--- config.mk ---
export PLATFORM = sky130hd
export DESIGN_NAME = pid_controller_antiwindup_unit_flat
export DESIGN_NICKNAME = d
export VERILOG_FILES = /design/src/hw/rtl/pidaw_pkg.sv /design/src/hw/rtl/pidaw_in_if.sv /design/src/hw/rtl/pidaw_out_if.sv /design/src/hw/rtl/pidaw_cfg_regs.sv /design/src/hw/rtl/pidaw_core.sv /design/src/hw/rtl/pid_controller_antiwindup_unit.sv /design/src/flat_wrapper.sv
export SDC_FILE = /design/constraint.sdc
export NUM_CORES = 2
export LEC_CHECK = 0
export CORE_MARGIN = 2
export CORE_UTILIZATION = 57
export CTS_CLUSTER_DIAMETER = 100
export DETAILED_ROUTE_END_ITERATION = 7
export DONT_BUFFER_PORTS = 1
export PLACE_DENSITY = 0.72
export SLEW_MARGIN = 20
export SYNTH_ARGS = -nofsm -noshare
export SYNTH_HDL_FRONTEND = slang
export SYNTH_SLANG_ARGS = --single-unit
export TNS_END_PERCENT = 10
--- constraint.sdc ---
create_clock -name clk -period 12.65 [get_ports clk]
set_input_delay 1.8975 -clock clk [delete_from_list [all_inputs] [get_ports clk]]
set_output_delay 1.8975 -clock clk [all_outputs]
set_load 0.02 [all_outputs]
--- src/hw/rtl/pidaw_pkg.sv ---
`timescale 1ns / 1ps
// ----------------------------------------------------------------------------
// pidaw_pkg
// Shared types and fixed-point constants of the PID anti-windup controller.
// ----------------------------------------------------------------------------
package pidaw_pkg;

  localparam int DATA_W          = 16;
  localparam int ACC_W           = 32;
  localparam int GAIN_FRAC_BITS  = 8;
  localparam int INTEG_FRAC_BITS = 16;
  localparam int FILTER_LEN_LOG2 = 3;
  localparam int FILTER_LEN      = 1 << FILTER_LEN_LOG2;

  localparam int CFG_ADDR_W = 4;
  localparam int CFG_DATA_W = 32;

  typedef enum logic [1:0] {
    REG_GAIN_PROP  = 2'd0,
    REG_GAIN_INTEG = 2'd1,
    REG_GAIN_DERIV = 2'd2,
    REG_OUT_FLOOR  = 2'd3
  } pidaw_reg_t;

  typedef struct packed {
    logic [DATA_W-1:0] gain_prop;
    logic [DATA_W-1:0] gain_integ;
    logic [DATA_W-1:0] gain_deriv;
    logic [DATA_W-1:0] out_floor;
  } pidaw_cfg_t;

endpackage

--- src/hw/rtl/pidaw_in_if.sv ---
`timescale 1ns / 1ps
// ----------------------------------------------------------------------------
// pidaw_in_if
// Input channel: one error sample and the drive ceiling for that step.
// ----------------------------------------------------------------------------
interface pidaw_in_if;
  import pidaw_pkg::*;

  logic                     valid;
  logic                     ready;
  logic signed [DATA_W-1:0] error_sample;
  logic        [DATA_W-1:0] out_ceiling;

  modport source (output valid, output error_sample, output out_ceiling, input ready);
  modport sink   (input valid, input error_sample, input out_ceiling, output ready);
endinterface

--- src/hw/rtl/pidaw_out_if.sv ---
`timescale 1ns / 1ps
// ----------------------------------------------------------------------------
// pidaw_out_if
// Result channel: one clamped drive value per input word.
// ----------------------------------------------------------------------------
interface pidaw_out_if;
  import pidaw_pkg::*;

  logic              valid;
  logic              ready;
  logic [DATA_W-1:0] drive_value;

  modport source (output valid, output drive_value, input ready);
  modport sink   (input valid, input drive_value, output ready);
endinterface

--- src/hw/rtl/pidaw_cfg_regs.sv ---
`timescale 1ns / 1ps
// ----------------------------------------------------------------------------
// pidaw_cfg_regs
// APB-style register file holding the gains and the drive floor.
// ----------------------------------------------------------------------------
module pidaw_cfg_regs (
  input  logic                            clk,
  input  logic                            rst_n,
  input  logic                            psel,
  input  logic                            penable,
  input  logic                            pwrite,
  input  logic [pidaw_pkg::CFG_ADDR_W-1:0] paddr,
  input  logic [pidaw_pkg::CFG_DATA_W-1:0] pwdata,
  output logic [pidaw_pkg::CFG_DATA_W-1:0] prdata,
  output logic                            pready,
  output pidaw_pkg::pidaw_cfg_t           cfg
);
  import pidaw_pkg::*;

  pidaw_cfg_t cfg_r;
  pidaw_cfg_t cfg_nxt;
  pidaw_reg_t reg_sel;
  logic       wr_en;

  assign pready  = 1'b1;
  assign reg_sel = pidaw_reg_t'(paddr[CFG_ADDR_W-1:2]);
  assign wr_en   = psel && penable && pwrite && pready;

  always_comb begin
    cfg_nxt = cfg_r;
    if (wr_en) begin
      case (reg_sel)
        REG_GAIN_PROP:  cfg_nxt.gain_prop  = pwdata[DATA_W-1:0];
        REG_GAIN_INTEG: cfg_nxt.gain_integ = pwdata[DATA_W-1:0];
        REG_GAIN_DERIV: cfg_nxt.gain_deriv = pwdata[DATA_W-1:0];
        REG_OUT_FLOOR:  cfg_nxt.out_floor  = pwdata[DATA_W-1:0];
        default:        cfg_nxt = cfg_r;
      endcase
    end
  end

  always_comb begin
    case (reg_sel)
      REG_GAIN_PROP:  prdata = {{(CFG_DATA_W-DATA_W){1'b0}}, cfg_r.gain_prop};
      REG_GAIN_INTEG: prdata = {{(CFG_DATA_W-DATA_W){1'b0}}, cfg_r.gain_integ};
      REG_GAIN_DERIV: prdata = {{(CFG_DATA_W-DATA_W){1'b0}}, cfg_r.gain_deriv};
      REG_OUT_FLOOR:  prdata = {{(CFG_DATA_W-DATA_W){1'b0}}, cfg_r.out_floor};
      default:        prdata = '0;
    endcase
  end

  always_ff @(posedge clk) begin
    if (!rst_n) begin
      cfg_r <= '0;
    end else begin
      cfg_r <= cfg_nxt;
    end
  end

  assign cfg = cfg_r;

endmodule

--- src/hw/rtl/pidaw_core.sv ---
`timescale 1ns / 1ps
// ----------------------------------------------------------------------------
// pidaw_core
// Input register, single-pass PID datapath with integrator clamp, controller
// state and output register.
// ----------------------------------------------------------------------------
module pidaw_core (
  input  logic                             clk,
  input  logic                             rst_n,
  input  pidaw_pkg::pidaw_cfg_t            cfg,
  input  logic                             in_valid,
  output logic                             in_ready,
  input  logic signed [pidaw_pkg::DATA_W-1:0] in_error_sample,
  input  logic        [pidaw_pkg::DATA_W-1:0] in_out_ceiling,
  output logic                             out_valid,
  input  logic                             out_ready,
  output logic        [pidaw_pkg::DATA_W-1:0] out_drive_value
);
  import pidaw_pkg::*;

  localparam int FNW = DATA_W + FILTER_LEN_LOG2 + 1;  // filter numerator
  localparam int PPW = 2 * DATA_W + 1;                // err * gain_prop
  localparam int CW  = 2 * DATA_W + 2;                // diff * gain_deriv, sums

  function automatic logic signed [CW-1:0] clamp_rng(
    input logic signed [CW-1:0] v,
    input logic [DATA_W-1:0]    lo,
    input logic [DATA_W-1:0]    hi
  );
    logic signed [CW-1:0] lo_s;
    logic signed [CW-1:0] hi_s;
    lo_s = $signed({{(CW-DATA_W){1'b0}}, lo});
    hi_s = $signed({{(CW-DATA_W){1'b0}}, hi});
    if (v < lo_s) begin
      clamp_rng = lo_s;
    end else if (v > hi_s) begin
      clamp_rng = hi_s;
    end else begin
      clamp_rng = v;
    end
  endfunction

  // stage registers
  logic                     s1_v_r, s1_v_nxt;
  logic signed [DATA_W-1:0] s1_err_r;
  logic        [DATA_W-1:0] s1_ceil_r;
  logic                     out_v_r, out_v_nxt;
  logic        [DATA_W-1:0] drive_r, drive_nxt;

  // controller state
  logic        [ACC_W-1:0]  acc_r, acc_nxt;
  logic signed [DATA_W-1:0] filt_r, filt_nxt;

  logic accept;
  logic advance;

  // datapath
  logic signed [FNW-1:0]    f_err;
  logic signed [FNW-1:0]    f_old;
  logic signed [FNW-1:0]    f_num;
  logic signed [FNW-1:0]    f_bias;
  logic signed [FNW-1:0]    f_div;
  logic signed [DATA_W:0]   diff;
  logic signed [ACC_W-1:0]  i_prod;
  logic        [ACC_W-1:0]  acc_sum;
  logic signed [ACC_W-1:0]  ipart;
  logic signed [CW-1:0]     ipart_x;
  logic signed [CW-1:0]     res_int;
  logic        [ACC_W-1:0]  acc_reload;
  logic signed [PPW-1:0]    p_prod;
  logic signed [PPW-1:0]    p_term;
  logic signed [CW-1:0]     d_prod;
  logic signed [CW-1:0]     d_term;
  logic signed [CW-1:0]     res_sum;
  logic signed [CW-1:0]     res_out;

  assign advance  = s1_v_r && (!out_v_r || out_ready);
  assign in_ready = !s1_v_r || advance;
  assign accept   = in_valid && in_ready;

  // error filter: (old*(N-1) + err)/N, truncated toward zero
  assign f_err  = {{(FNW-DATA_W){s1_err_r[DATA_W-1]}}, s1_err_r};
  assign f_old  = {{(FNW-DATA_W){filt_r[DATA_W-1]}}, filt_r};
  assign f_num  = (f_old <<< FILTER_LEN_LOG2) - f_old + f_err;
  assign f_bias = f_num[FNW-1] ? (f_num + FNW'(FILTER_LEN - 1)) : f_num;
  assign f_div  = f_bias >>> FILTER_LEN_LOG2;
  assign filt_nxt = f_div[DATA_W-1:0];

  assign diff = {s1_err_r[DATA_W-1], s1_err_r} - {filt_r[DATA_W-1], filt_r};

  // integrator, wraps at the accumulator width
  assign i_prod  = $signed({{(ACC_W-DATA_W){s1_err_r[DATA_W-1]}}, s1_err_r})
                 * $signed({{(ACC_W-DATA_W){1'b0}}, cfg.gain_integ});
  assign acc_sum = acc_r + i_prod;
  assign ipart   = $signed(acc_sum) >>> INTEG_FRAC_BITS;
  assign ipart_x = {{(CW-ACC_W){ipart[ACC_W-1]}}, ipart};
  assign res_int = clamp_rng(ipart_x, cfg.out_floor, s1_ceil_r);

  assign acc_reload = {{(ACC_W-DATA_W){1'b0}}, res_int[DATA_W-1:0]} << INTEG_FRAC_BITS;
  assign acc_nxt    = (res_int != ipart_x) ? acc_reload : acc_sum;

  // proportional and derivative terms
  assign p_prod = $signed({{(PPW-DATA_W){s1_err_r[DATA_W-1]}}, s1_err_r})
                * $signed({{(PPW-DATA_W){1'b0}}, cfg.gain_prop});
  assign p_term = p_prod >>> GAIN_FRAC_BITS;
  assign d_prod = $signed({{(CW-DATA_W-1){diff[DATA_W]}}, diff})
                * $signed({{(CW-DATA_W){1'b0}}, cfg.gain_deriv});
  assign d_term = d_prod >>> GAIN_FRAC_BITS;

  assign res_sum   = res_int + {{(CW-PPW){p_term[PPW-1]}}, p_term} + d_term;
  assign res_out   = clamp_rng(res_sum, cfg.out_floor, s1_ceil_r);
  assign drive_nxt = res_out[DATA_W-1:0];

  always_comb begin
    s1_v_nxt = s1_v_r;
    if (accept) begin
      s1_v_nxt = 1'b1;
    end else if (advance) begin
      s1_v_nxt = 1'b0;
    end
    out_v_nxt = out_v_r;
    if (advance) begin
      out_v_nxt = 1'b1;
    end else if (out_ready) begin
      out_v_nxt = 1'b0;
    end
  end

  always_ff @(posedge clk) begin
    if (!rst_n) begin
      s1_v_r  <= 1'b0;
      out_v_r <= 1'b0;
      acc_r   <= '0;
      filt_r  <= '0;
    end else begin
      s1_v_r  <= s1_v_nxt;
      out_v_r <= out_v_nxt;
      if (advance) begin
        acc_r  <= acc_nxt;
        filt_r <= filt_nxt;
      end
    end
  end

  always_ff @(posedge clk) begin
    if (accept) begin
      s1_err_r  <= in_error_sample;
      s1_ceil_r <= in_out_ceiling;
    end
    if (advance) begin
      drive_r <= drive_nxt;
    end
  end

  assign out_valid       = out_v_r;
  assign out_drive_value = drive_r;

endmodule

--- src/hw/rtl/pid_controller_antiwindup_unit.sv ---
`timescale 1ns / 1ps
// ----------------------------------------------------------------------------
// pid_controller_antiwindup_unit
// PID controller with filtered derivative and clamped Q16 integrator.
//
//   channel  dir  handshake            word
//   in_ch    in   valid/ready          error_sample (s16), out_ceiling (u16)
//   out_ch   out  valid/ready          drive_value (u16)
//   apb      in   psel/penable/pready  gain_prop, gain_integ, gain_deriv,
//                                      out_floor at 0x0, 0x4, 0x8, 0xc
//
// One word per cycle sustained while the result is not stalled; an accepted
// word passes the input register, then one pass through the datapath into
// the output register, which also updates integrator and filter state.
// Synchronous active-low reset clears gains, floor, state and valids.
// A stalled result holds while one more input word is still taken into the
// input register; input ready drops only when both registers are full.
// ----------------------------------------------------------------------------
module pid_controller_antiwindup_unit (
  input  logic                             clk,
  input  logic                             rst_n,
  pidaw_in_if.sink                         in_ch,
  pidaw_out_if.source                      out_ch,
  input  logic                             psel,
  input  logic                             penable,
  input  logic                             pwrite,
  input  logic [pidaw_pkg::CFG_ADDR_W-1:0] paddr,
  input  logic [pidaw_pkg::CFG_DATA_W-1:0] pwdata,
  output logic [pidaw_pkg::CFG_DATA_W-1:0] prdata,
  output logic                             pready
);
  import pidaw_pkg::*;

  pidaw_cfg_t cfg;

  pidaw_cfg_regs u_cfg_regs (
    .clk     (clk),
    .rst_n   (rst_n),
    .psel    (psel),
    .penable (penable),
    .pwrite  (pwrite),
    .paddr   (paddr),
    .pwdata  (pwdata),
    .prdata  (prdata),
    .pready  (pready),
    .cfg     (cfg)
  );

  pidaw_core u_core (
    .clk             (clk),
    .rst_n           (rst_n),
    .cfg             (cfg),
    .in_valid        (in_ch.valid),
    .in_ready        (in_ch.ready),
    .in_error_sample (in_ch.error_sample),
    .in_out_ceiling  (in_ch.out_ceiling),
    .out_valid       (out_ch.valid),
    .out_ready       (out_ch.ready),
    .out_drive_value (out_ch.drive_value)
  );

  // no result right after reset
  a_reset_idle: assert property (@(posedge clk) !rst_n |=> !out_ch.valid)
    else $error("result valid after reset");

  // input back-pressure only comes from a stalled result
  a_stall_cause: assert property (@(posedge clk) disable iff (!rst_n)
    !in_ch.ready |-> (out_ch.valid && !out_ch.ready))
    else $error("input stalled without a stalled result");

  // a word taken under a stalled result fills the input register
  a_skid_fill: assert property (@(posedge clk) disable iff (!rst_n)
    (in_ch.valid && in_ch.ready && out_ch.valid && !out_ch.ready)
      |=> (in_ch.ready == out_ch.ready))
    else $error("input register not full after accept under stall");

endmodule
--- src/flat_wrapper.sv ---
// flat-port wrapper written by rule: the top's interface ports become plain ports
module pid_controller_antiwindup_unit_flat import pidaw_pkg::*;
  (clk, rst_n, psel, penable, pwrite, paddr, pwdata, prdata, pready, in_ch_valid, in_ch_error_sample, in_ch_out_ceiling, in_ch_ready, out_ch_valid, out_ch_drive_value, out_ch_ready);
  pidaw_in_if in_ch_i ();
  pidaw_out_if out_ch_i ();
  input  logic clk;
  input  logic rst_n;
  input  logic psel;
  input  logic penable;
  input  logic pwrite;
  input  logic [pidaw_pkg::CFG_ADDR_W-1:0] paddr;
  input  logic [pidaw_pkg::CFG_DATA_W-1:0] pwdata;
  output logic [pidaw_pkg::CFG_DATA_W-1:0] prdata;
  output logic pready;
  input wire logic [$bits(in_ch_i.valid)-1:0] in_ch_valid;
  input wire logic [$bits(in_ch_i.error_sample)-1:0] in_ch_error_sample;
  input wire logic [$bits(in_ch_i.out_ceiling)-1:0] in_ch_out_ceiling;
  output wire logic [$bits(in_ch_i.ready)-1:0] in_ch_ready;
  output wire logic [$bits(out_ch_i.valid)-1:0] out_ch_valid;
  output wire logic [$bits(out_ch_i.drive_value)-1:0] out_ch_drive_value;
  input wire logic [$bits(out_ch_i.ready)-1:0] out_ch_ready;
  assign in_ch_i.valid = in_ch_valid;
  assign in_ch_i.error_sample = in_ch_error_sample;
  assign in_ch_i.out_ceiling = in_ch_out_ceiling;
  assign in_ch_ready = in_ch_i.ready;
  assign out_ch_valid = out_ch_i.valid;
  assign out_ch_drive_value = out_ch_i.drive_value;
  assign out_ch_i.ready = out_ch_ready;
  pid_controller_antiwindup_unit u_core (.clk(clk), .rst_n(rst_n), .in_ch(in_ch_i), .out_ch(out_ch_i), .psel(psel), .penable(penable), .pwrite(pwrite), .paddr(paddr), .pwdata(pwdata), .prdata(prdata), .pready(pready));
endmodule
# Yosys cells after proc, flatten, opt, wreduce, memory -nomap -nowiden
# Index checks and enable logic that the tools add are counted.
# op_classes
add_sub_neg,7
mul,3
magnitude_cmp,4
n_eq_ne,4
muxes,11
n_reduce_logical,15
# op_table
operator,n
32-bit one-hot mux with 4 select lines,1
34-bit adder,2
34-bit two-way mux,2
34-bit by 17-bit greater-than comparator with 1-bit output,1
34-bit by 17-bit less-than comparator with 1-bit output,1
17-bit by 17-bit multiplier with 34-bit output,1
34-bit by 16-bit inequality test with 1-bit output,1
16-bit by 17-bit multiplier with 33-bit output,1
32-bit adder,1
16-bit by 17-bit multiplier with 32-bit output,1
16-bit two-way mux,2
32-bit two-way mux,1
20-bit by 16-bit adder with 20-bit output,1
19-bit by 16-bit subtractor with 20-bit output,1
"19-bit by 4-bit adder with 19-bit output, second input constant",1
19-bit two-way mux,1
16-bit by 17-bit greater-than comparator with 1-bit output,1
16-bit by 17-bit less-than comparator with 1-bit output,1
16-bit by 16-bit subtractor with 17-bit output,1
2-bit AND reduction,4
"2-bit equality test, second input constant",2
1-bit logical AND,4
1-bit two-way mux,4
2-bit nonzero test,2
4 further kinds,6
# totals
reg_bits,162
input_bits,75

# Longest topological paths before layout
# depth
ltp_word,10
depth_mapped,59
ltp_nobuf,55

# Cells and area by module
# From an unflattened synthesis, not the netlist that was laid out.
# hier_totals
hier_cells,4733
area_unflattened_um2,42041.6
# by_module_without_submodules
mod,instances,cells_each,area_each_um2,seq_area_each_um2
pidaw_core,1,4464,39120.0,2442.3
pidaw_cfg_regs,1,269,2921.6,1281.2

# Worst setup path after synthesis
# OpenSTA, ideal clock, no wires.
# synth_path
path_kind,reg-to-reg
start,register u_core.u_core.s1_err_r[15]
end,"register u_core.u_core.drive_r[8], in the netlist u_core.u_core.out_drive_value[8], data pin"
arrival_time_ns,12.611
t_required_ns,12.389
setup_slack_ns,-0.222
path_stages_with_launch,53
period_less_slack_ns,12.872
path_cell_list,edfxtp_1 > clkbuf_1 > inv_1 > buf_1 > nor2_1 > fa_1 > inv_1 > fa_1 > inv_1 > fa_1 > fa_1 > fa_1 > inv_1 > fa_1 > inv_1 > ha_1 > clkbuf_1 > and3_1 > [... 17 more ...] > a21o_1 > ha_1 > nor2b_1 > o21a_1 > o21a_1 > o221a_2 > o211a_1 > or3_1 > a21oi_1 > xnor2_1 > ha_1 > nand3_1 > nor2_1 > a221oi_1 > o21ai_0 > nor2b_1 > o31a_4 > a221o_1
# synth_via
elab_chain_len,10
elab_cells_between_ends,15
# synth_lines
item,line_no,source
"start, declared",pidaw_core.sv:45,logic signed [DATA_W-1:0] s1_err_r;
"start signal, assigned",pidaw_core.sv:147,s1_err_r <= in_error_sample;
16-bit by 17-bit multiplier with 32-bit output,pidaw_core.sv:93,"* $signed({{(ACC_W-DATA_W){1'b0}}, cfg.gain_integ});"
32-bit adder,pidaw_core.sv:94,assign acc_sum = acc_r + i_prod;
16-bit by 17-bit greater-than comparator with 1-bit output,pidaw_core.sv:36,end else if (v > hi_s) begin
34-bit two-way mux,pidaw_core.sv:36,
34-bit two-way mux,pidaw_core.sv:34,if (v < lo_s) begin
34-bit adder,pidaw_core.sv:110,"assign res_sum = res_int + {{(CW-PPW){p_term[PPW-1]}}, p_term} + d_term;"
34-bit adder (*),pidaw_core.sv:110,
34-bit by 17-bit greater-than comparator with 1-bit output,pidaw_core.sv:36,
16-bit two-way mux,pidaw_core.sv:36,
16-bit two-way mux (*),pidaw_core.sv:34,
named net u_core.u_core.res_out[8],pidaw_core.sv:75,logic signed [CW-1:0] res_out;
"end signal, assigned",pidaw_core.sv:151,drive_r <= drive_nxt;
"end, declared",pidaw_core.sv:48,"logic [DATA_W-1:0] drive_r, drive_nxt;"
# The timed path passes the listed nets; every way through them passes the cells marked *.
# A chain may end at the register's enable or synchronous reset.

# Worst setup path in the final report
# layout_path
start,register u_core.u_core.s1_err_r[10]
end,"register u_core.u_core.drive_r[4], in the netlist u_core.u_core.out_drive_value[4], data pin"
# Same word-level chain as after synthesis.

==> run metrics <==
main area contributors after synthesis=fa_1, ha_1, inv_1; H-Tree Depth=4; via/cell ratio=5.63; worst-skew pair later-pin latency=0.48 ns; number of synthesized flops with an enable pin=48; CTS tree=built; worst slew pin tran=0.992 ns; Area Growth Syn to Fin=10.2%; min setup slack post-route=-0.0258 ns; start point of the critical path=u_core.u_core.s1_err_r[10]$_DFFE_PP_; GRT overflow=0; R2R Path Start=u_core.u_core.s1_err_r[10]$_DFFE_PP_; Hold WS=0.463 ns; clk buf depth=2; Synth warnings=0; Detail Route Antenna Nets=0; dpl hpwl=93,900 um; Max Freq=78.9 MHz; WP data required=12.96 ns; Crit Path Max Fanout=10; Initial DRC Count=2,507; final setup fails=4; Seq cells post-synth=162; unrepaired setup endpoints after global routing=yes; Synth area leader=fa_1; most frequent cells in the layout=inv_1, fa_1, nand2_1; Setup CP Type=flop to flop; leak pwr=22.5 nW; family with the most delay on the worst path=adder cells; Worst setup EP type=flop; DRT Wirelength=113,000 um; hold_buf cts=0; DIE AREA=75,000 um^2; VDD IR max=0.000428 V; Worst R2R Path Depth=49; core region area=71,700 um^2; Crit path largest cell delay=0.57 ns; Die Wd=274 um; Power Density=93.6 nW/um^2; Pwr Total=4.28 mW; Clock transition at path regs=0.08 ns; outcome=finished with violations; failing checks=setup timing; dpl cells=5,824; post-route non-filler standard cell count=5,872; CP most frequent cell=fa_1; vias in the first global route=33,800; Wirelength per Cell=19.3 um; type of the worst min-delay path=flop to flop; final routed DRC violation total=0; GRT Total Usage=0.314; GP Congestion=0.976; Rows=98; initial antenna violation count=1; IO buf count=0; die height=274 um; CTS sink count=162; NumNets Final=6,165; setup TNS=-0.0494 ns; max-cap violation count=0; largest net degree at the start of global routing=83; register area share after synthesis=0.0897; Starting Density=0.578; CTS Buf Count=17; hold_sp=u_core.u_core.acc_r[26]$_SDFFE_PN0P_; clock root buffer master=clkbuf_16; syn_area_per_cell=8.76 um^2; Primary FF master, synth=dfxtp_1; # diodes=0; Mapped Cells=4,738; final hold vios=0; Final min period=12.68 ns; hold path cells=2; synthesized area=41,500 um^2; Levels on crit path=49; Final period util=1.00; Worst Setup Start Kind=flop; Ports=126; Cell Area, Placed=44,600 um^2; critical path data arrival time=12.98 ns; Synth cell types=92; Max Slew Vio Count=0; Pre-Repair DR Iteration Count=7; total number of vias=33,000; slowest stage cell, crit path=fa_1; clk_skew=0.0153 ns; Yosys top cell area share=0.355; layout cells sized above 1=0.108; FFs w/ async S/R, synth=0; commonest non-fill, non-tap cell in the layout=inv_1; final instance area=45,700 um^2; Buf/Inv on CP=10; first-pass GRT wire length=183,000 um; Rel. slew slack=0.337
==> power breakdown <==
group | switching (mW) | total, mW | internal (mW)
Combinational | 1.78 | 3.09 | 1.32
Sequential | 0.0447 | 0.620 | 0.575
Clock | 0.274 | 0.565 | 0.291
Total | 2.10 | 4.28 | 2.19
==> cell usage after synthesis, drive strengths merged, types with 16 or more instances <==
master  count
a211oi     27
a21o       62
a21oi     182
a221oi     18
a22o       16
and2      320
and3       25
buf        35
clkbuf    180
dfxtp     114
edfxtp     48
fa        735
ha        446
inv      1034
mux2i      28
mux4       16
nand2     641
nand2b     42
nand3      47
nand4      22
nor2      151
nor2b      39
nor3       45
nor4       16
o211ai     17
o21a       35
o21ai      76
xnor2      94
xor2       43
==> final cells by class <==
type	instances	area, um^2
Timing Repair Buffer	341	2820
Clock buffer	20	457
Sequential cell	162	3730
Inverter	1036	3890
Tap cell	950	1190
Fill cell	5948	26000
Multi-Input combinational cell	3351	33500
Clock inverter	12	140
==> tightest hold or removal path, cell delays in order, from the launching register on <==
cell,delay (ns)
dfxtp_1,0.31
nand2_1,0.05
a21oi_1,0.05
==> kinds of logic (layout without fill, tap and decap cells) <==
family          Yosys count  count (layout)  share of synthesized area
xor+xnor                143             143                     0.0324
mux                      58              58                     0.0192
simple gates           1391            1391                      0.161
fa+ha+maj              1181            1181                      0.489
buf+inv                1251            1409                      0.115
compound gates          550             551                     0.0929
other cells               2              27                   0.000181
flops                   162             162                     0.0897
==> worst paths after layout <==
| kind | endpoint | slack, ns |
|---|---|---|
| setup / recovery | u_core.u_core.out_drive_value[4]$_DFFE_PP_ | -0.03 |
| hold / removal | u_core.u_core.acc_r[26]$_SDFFE_PN0P_ | 0.46 |
| setup reg to reg | u_core.u_core.out_drive_value[4]$_DFFE_PP_ | -0.03 |
| hold reg to reg | u_core.u_core.acc_r[26]$_SDFFE_PN0P_ | 0.46 |
==> layer usage <==
| metal | up-vias | wire, um | part of all wire | GRT usage |
|---|---|---|---|---|
| li1 | 15000 | - | - | - |
| met1 | 16600 | 46400 | 0.41 | 0.431 |
| met2 | 1271 | 53000 | 0.47 | 0.507 |
| met3 | 195 | 10200 | 0.090 | 0.0596 |
| met4 | 0 | 3590 | 0.032 | 0.0919 |
| met5 | - | 0 | 0 | 0 |
==> flip-flops by register name, indices dropped and copies added (netlist names) <==
signal,flops
u_core.u_core.s1_ceil_r,16
u_core.u_core.out_valid,1
u_core.u_core.acc_r,32
u_core.u_core.filt_r,16
u_core.u_core.out_drive_value,16
u_core.u_cfg_regs.cfg,64
u_core.u_core.s1_err_r,16
u_core.u_core.s1_v_r,1
==> metrics by stage <==
step	worst slack [ns]	utilization
floorplan	0.0506	-
global placement	-0.144	0.621
detailed placement	-0.345	0.621
CTS	0.00816	0.631
global route	-0.505	0.638
finish	-0.0258	0.638
==> what timing repair did <==
action	in CTS	in global routing
endpoints found under the setup margin	16	16
resized for setup	16	88
cloned	1	1
setup buffers	6	8
pin swaps	7	33
Note: power is estimated with default switching activity, not from simulation.
